File: src/sv/pmfb_pkg.sv
// Shared types and codes for the paged monochrome frame store.
// No dependencies; imported by pmfb_geom, the top level and the testbench.
package pmfb_pkg;

   // Signed raw coordinate: holds start, end and clip limits of any run
   localparam int COORD_W = 11;
   // Byte count of a run: up to 511 columns
   localparam int SPAN_W  = 9;

   typedef enum logic [2:0] {
      CMD_PIXEL = 3'd0,
      CMD_HLINE = 3'd1,
      CMD_VLINE = 3'd2,
      CMD_CLEAR = 3'd3,
      CMD_READ  = 3'd4
   } pmfb_cmd_type;

   typedef enum logic [1:0] {
      MODE_CLEAR  = 2'd0,
      MODE_SET    = 2'd1,
      MODE_INVERT = 2'd2,
      MODE_KEEP   = 2'd3
   } pmfb_mode_type;

   typedef enum logic [3:0] {
      ST_INIT,
      ST_IDLE,
      ST_GEOM1,
      ST_GEOM2,
      ST_START,
      ST_RUN,
      ST_DRAIN,
      ST_CLEAR,
      ST_READ,
      ST_DONE
   } pmfb_state_type;

   // Raw run after rotation and clipping
   typedef struct packed {
      logic              clipped;
      logic              vert;       // run goes down one column
      logic [7:0]        col;        // first column
      logic [7:0]        row_first;  // first row
      logic [7:0]        row_last;   // last row (same as first for a row run)
      logic [SPAN_W-1:0] span;       // columns in a row run
   } pmfb_run_type;

endpackage

File: src/sv/pmfb_geom.sv
// Two-stage geometry: rotation to raw coordinates, then clipping.
// Depends on pmfb_pkg. Stages load every cycle; caller waits for the run to pass both stages.
module pmfb_geom #(
   parameter int DISPLAY_WIDTH  = 128,
   parameter int DISPLAY_HEIGHT = 64
) (
   input  logic                  clock,
   input  logic [2:0]            command,
   input  logic [7:0]            pos_x,
   input  logic [7:0]            pos_y,
   input  logic [7:0]            line_length,
   input  logic [1:0]            rotation,
   output pmfb_pkg::pmfb_run_type run
);
   import pmfb_pkg::*;

   localparam logic signed [COORD_W-1:0] W_S   = COORD_W'(DISPLAY_WIDTH);
   localparam logic signed [COORD_W-1:0] H_S   = COORD_W'(DISPLAY_HEIGHT);
   localparam logic signed [COORD_W-1:0] ONE_S = COORD_W'(1);

   // stage 1: raw start point
   logic                      vert_ff, vert_in;
   logic signed [COORD_W-1:0] rx_ff, rx_in, ry_ff, ry_in;
   logic [7:0]                len_ff, len_in;

   logic signed [COORD_W-1:0] xs, ys, ls;

   always_comb begin
      len_in = (command == CMD_PIXEL) ? 8'd1 : line_length;
      xs     = $signed(COORD_W'(pos_x));
      ys     = $signed(COORD_W'(pos_y));
      ls     = $signed(COORD_W'(len_in));
      vert_in = 1'b0;
      rx_in   = xs;
      ry_in   = ys;
      if (command == CMD_VLINE) begin
         case (rotation)
            2'd1: begin
               vert_in = 1'b0;
               rx_in   = W_S - ONE_S - ys - (ls - ONE_S);
               ry_in   = xs;
            end
            2'd2: begin
               vert_in = 1'b1;
               rx_in   = W_S - ONE_S - xs;
               ry_in   = H_S - ONE_S - ys - (ls - ONE_S);
            end
            2'd3: begin
               vert_in = 1'b0;
               rx_in   = ys;
               ry_in   = H_S - ONE_S - xs;
            end
            default: begin
               vert_in = 1'b1;
               rx_in   = xs;
               ry_in   = ys;
            end
         endcase
      end else begin
         case (rotation)
            2'd1: begin
               vert_in = 1'b1;
               rx_in   = W_S - ONE_S - ys;
               ry_in   = xs;
            end
            2'd2: begin
               vert_in = 1'b0;
               rx_in   = W_S - ONE_S - xs - (ls - ONE_S);
               ry_in   = H_S - ONE_S - ys;
            end
            2'd3: begin
               vert_in = 1'b1;
               rx_in   = ys;
               ry_in   = H_S - ONE_S - xs - (ls - ONE_S);
            end
            default: begin
               vert_in = 1'b0;
               rx_in   = xs;
               ry_in   = ys;
            end
         endcase
      end
   end

   always_ff @(posedge clock) begin
      vert_ff <= vert_in;
      rx_ff   <= rx_in;
      ry_ff   <= ry_in;
      len_ff  <= len_in;
   end

   // stage 2: clip along the run and across it
   pmfb_run_type              run_ff, run_in;
   logic signed [COORD_W-1:0] along, across, along_lim, across_lim;
   logic signed [COORD_W-1:0] a0, a1, a_end;

   always_comb begin
      along      = vert_ff ? ry_ff : rx_ff;
      across     = vert_ff ? rx_ff : ry_ff;
      along_lim  = vert_ff ? H_S : W_S;
      across_lim = vert_ff ? W_S : H_S;
      a0         = (along < 0) ? '0 : along;
      a_end      = along + $signed(COORD_W'(len_ff));
      a1         = (a_end > along_lim) ? along_lim : a_end;

      run_in.clipped = (across < 0) || (across >= across_lim) || (a1 <= a0);
      run_in.vert    = vert_ff;
      run_in.span    = SPAN_W'(a1 - a0);
      if (vert_ff) begin
         run_in.col       = across[7:0];
         run_in.row_first = a0[7:0];
         run_in.row_last  = 8'(a1 - ONE_S);
      end else begin
         run_in.col       = a0[7:0];
         run_in.row_first = across[7:0];
         run_in.row_last  = across[7:0];
      end
   end

   always_ff @(posedge clock) begin
      run_ff <= run_in;
   end

   assign run = run_ff;

endmodule

File: config.mk
export PLATFORM = sky130hd
export DESIGN_NAME = pmfb_geom
export DESIGN_NICKNAME = d
export VERILOG_FILES = /design/src/sv/pmfb_pkg.sv /design/src/sv/pmfb_geom.sv
export SDC_FILE = /design/constraint.sdc
export NUM_CORES = 1
export LEC_CHECK = 0
export ABC_AREA = 1
export BUFFER_PORTS_ARGS = -buffer_cell sky130_fd_sc_hd__buf_2
export CELL_PAD_IN_SITES_DETAIL_PLACEMENT = 0
export CELL_PAD_IN_SITES_GLOBAL_PLACEMENT = 1
export CORE_MARGIN = 2
export CORE_UTILIZATION = 40
export DETAILED_ROUTE_END_ITERATION = 12
export GPL_TIMING_DRIVEN = 0
export PLACE_DENSITY = 0.81
export SYNTH_ARGS = -nofsm -noshare
export SYNTH_HDL_FRONTEND = slang
export SYNTH_SLANG_ARGS = --single-unit
File: constraint.sdc
create_clock -name clock -period 6.3 [get_ports clock]
set_input_delay 1.575 -clock clock [delete_from_list [all_inputs] [get_ports clock]]
set_output_delay 1.575 -clock clock [all_outputs]
set_load 0.005 [all_outputs]
==> impl_results.md <==
* Outcome: finished, final reports clean
* Arr. time, crit path at 5.48 ns
* Vias per inst at 5.08
* Period utilization at 82.7%
* Critical path peak fanout at 10
* Synthesis-to-finish area growth at 17.8%
* Post-synthesis sequential area ratio at 26.6%
* Worst reg2reg path depth at 38
* Synth Register Bits at 64
* CTS resizes at 0
* Most common cell on crit path: nand2_1
* Slew Limit Headroom at 47.1%
* Start point of the critical path: vert_ff$_DFF_P_
* # diodes at 0
* Share of cells above drive strength 1 at 16.0%
* Pwr dens at 347 nW/um^2
* Family with the most delay on the worst path: simple AND/OR/NAND/NOR gates
* Routed Antenna Nets at 0
* Fmax at 192 MHz
* H-tree depth at 3
* Post-CTS setup buffer count at 0
* Clock slew at reported path FFs at 0.06 ns
* Vias at 4682
* Worst r2r dst: run[34]$_DFF_P_
* GR Overflow Total at 0
* Slowest cell on the critical path: dfxtp_1
* WL final at 13400 um
* Iteration-0 DRC Markers at 303
* Setup Crit Path Kind: register to register
* Worst Hold Class: register to register
* Max Slew Vio Count at 0
* Vias in the first global route at 4651
* Worst-Margin Slew at 0.791 ns
* RR Startpoint: vert_ff$_DFF_P_
* Final setup viols at 0
* Max VDD drop at 0.000129 V
* Worst Setup Start Kind: register
* Clk_skew at 0.00707 ns
* Most used DFF post-synth: dfxtp_1
* Antenna violations before repair at 0
* Max-Cap Viols at 0
* Synth top area cells: dfxtp_1 (27%), ha_1 (12%), nand2_1 (12%), inv_1 (8.9%), o21ai_0 (4.7%)
* Cts hold-fix bufs at 0
* Dpl hpwl at 11000 um
* Commonest non-fill, non-tap cells in the layout: nand2_1 (148), inv_1 (114), buf_2 (65)
* CTS tree: done
* CTS Buf Count at 9
* Most common cell after layout, fill and taps aside: nand2_1
* I/O Buffers at 64
* Crit path largest cell delay at 0.53 ns
* Die Span X at 114 um
* Max Buffers Root-to-Sink at 2
* WL per Instance at 14.5 um
* Ports at 65
* Root Buffer: clkbuf_16
* Synth top area share at 26.6%
* Critical Path End Type: register
* DR pass1 iterations at 5
* Mapped Avg Cell Area at 6.94 sq um
* Synth Cell Area at 4820 sq um
* Die Y at 114 um
* YS warnings at 0
* First-pass GRT wire length at 22400 um
* Placed insts at 906
* Leakage at 2.97 nW
* WP data required at 6.57 ns
* Count of flip-flops with a built-in enable after synthesis at 0
* GP Congestion at 0.987
* Critical Path End: run[34]$_DFF_P_
* Hold Vio Cnt, Final at 0
* Clk Latency, worst-skew pair at 0.33 ns
* DRC at 0
* Syn Inst Count at 695
* CP Depth at 38
* Crit path time final at 5.21 ns
* Sink Count at 64
* Die area at 13000 sq um
* Finished Layout Cells at 922
* Reg-to-reg setup timing slack at 1.09 ns
* Largest net degree at the start of global routing at 13
* Core Util, Final at 47.7%
* Row cnt at 40
* GRT Total Usage at 21.7%
* Asr flop ratio synth at 0%
* Unrepaired setup endpoints after global routing: no
* Synth Net Count at 774
* NumNets Final at 849
* Setup TNS at 0 ns
* Initial cell density of the core at 40.5%
* Unique masters post-synth at 45
* Largest area contributor in the synthesized netlist: dfxtp_1
* Buffers and inverters on the worst path at 8
* Core ar. at 11900 sq um
==> where the power goes <==
part | total [mW] | internal [mW] | leakage (nW) | switching, mW
Clock | 0.572 | 0.399 | 0.169 | 0.173
Sequential | 0.526 | 0.500 | 0.538 | 0.0258
Combinational | 0.873 | 0.335 | 2.26 | 0.537
Total | 1.97 | 1.23 | 2.97 | 0.736
==> stage by stage <==
step                      cell area [sq um]  setup WS, ns  hold slack, ns  total power [mW]
after floorplan                        4820          1.96           0.405              1.17
after global placement                 5330          1.18           0.427              1.39
after detailed placement               5330          1.10           0.433              1.40
after CTS                              5680          1.08           0.440              1.98
after global routing                   5680         0.496           0.460              2.13
final                                  5680          1.09           0.436              1.97
==> flip-flops by register name, indices dropped and copies added (netlist names) <==
register	count
ry_ff	10
vert_ff	1
rx_ff	10
run	35
len_ff	8
==> cell type report <==
class	instances	area [sq um]
clock buffer	10	239
tap	147	184
fill	1236	6230
inverter	123	464
buffer	15	81.3
multi-input combinational	493	3000
sequential	64	1280
clock inverter	6	115
timing repair buffer	64	320
==> worst min-delay path, cell delays in order, from the launching register on <==
cell and delay (ns):
dfxtp_1 0.31, inv_1 0.05, nor2_1 0.03
==> cell usage after synthesis (8+ instances only) <==
cell type and instances:
o221ai_1 9, a21oi_1 32, a22oi_1 15, inv_1 114
xor2_1 20, dfxtp_1 64, nor2_1 55, nor3_1 8
ha_1 45, o21ai_0 45, clkbuf_1 12, o22ai_1 17
nand2_2 12, nand2_1 148, nand3_1 26
==> kinds of logic (layout without fill, tap and decap cells) <==
family          after synthesis  in the layout  synth area share, %
fa+ha+maj                    49             49                 13.3
flops                        64             64                 26.6
xor+xnor                     24             24                 4.36
compound gates              145            145                 18.4
simple gates                275            275                 26.1
buf+inv                     138            218                 11.3
==> routing by layer <==
layer | GRT usage, % | share of wire, % | wire (um) | up-vias
met5 | 0 | 0 | 0 | -
met4 | 7.32 | 2.1 | 276 | 0
met3 | 2.28 | 5.4 | 721 | 20
met2 | 39.6 | 50 | 6640 | 145
met1 | 26.6 | 43 | 5740 | 2087
li1 | - | - | - | 2430
==> worst min-delay path by stage <==
stage / start / endpoint / slack [ns] / cells after the start
after floorplan: rx_ff[0]$_DFF_P_ / run[25]$_DFF_P_ / 0.40 / 2
after global placement: rx_ff[1]$_DFF_P_ / run[26]$_DFF_P_ / 0.43 / 2
after detailed placement: rx_ff[1]$_DFF_P_ / run[26]$_DFF_P_ / 0.43 / 2
after CTS: rx_ff[1]$_DFF_P_ / run[26]$_DFF_P_ / 0.44 / 2
after global routing: rx_ff[1]$_DFF_P_ / run[26]$_DFF_P_ / 0.46 / 2
final: rx_ff[1]$_DFF_P_ / run[26]$_DFF_P_ / 0.44 / 2
No activity file was read; power rests on OpenSTA's default activity.
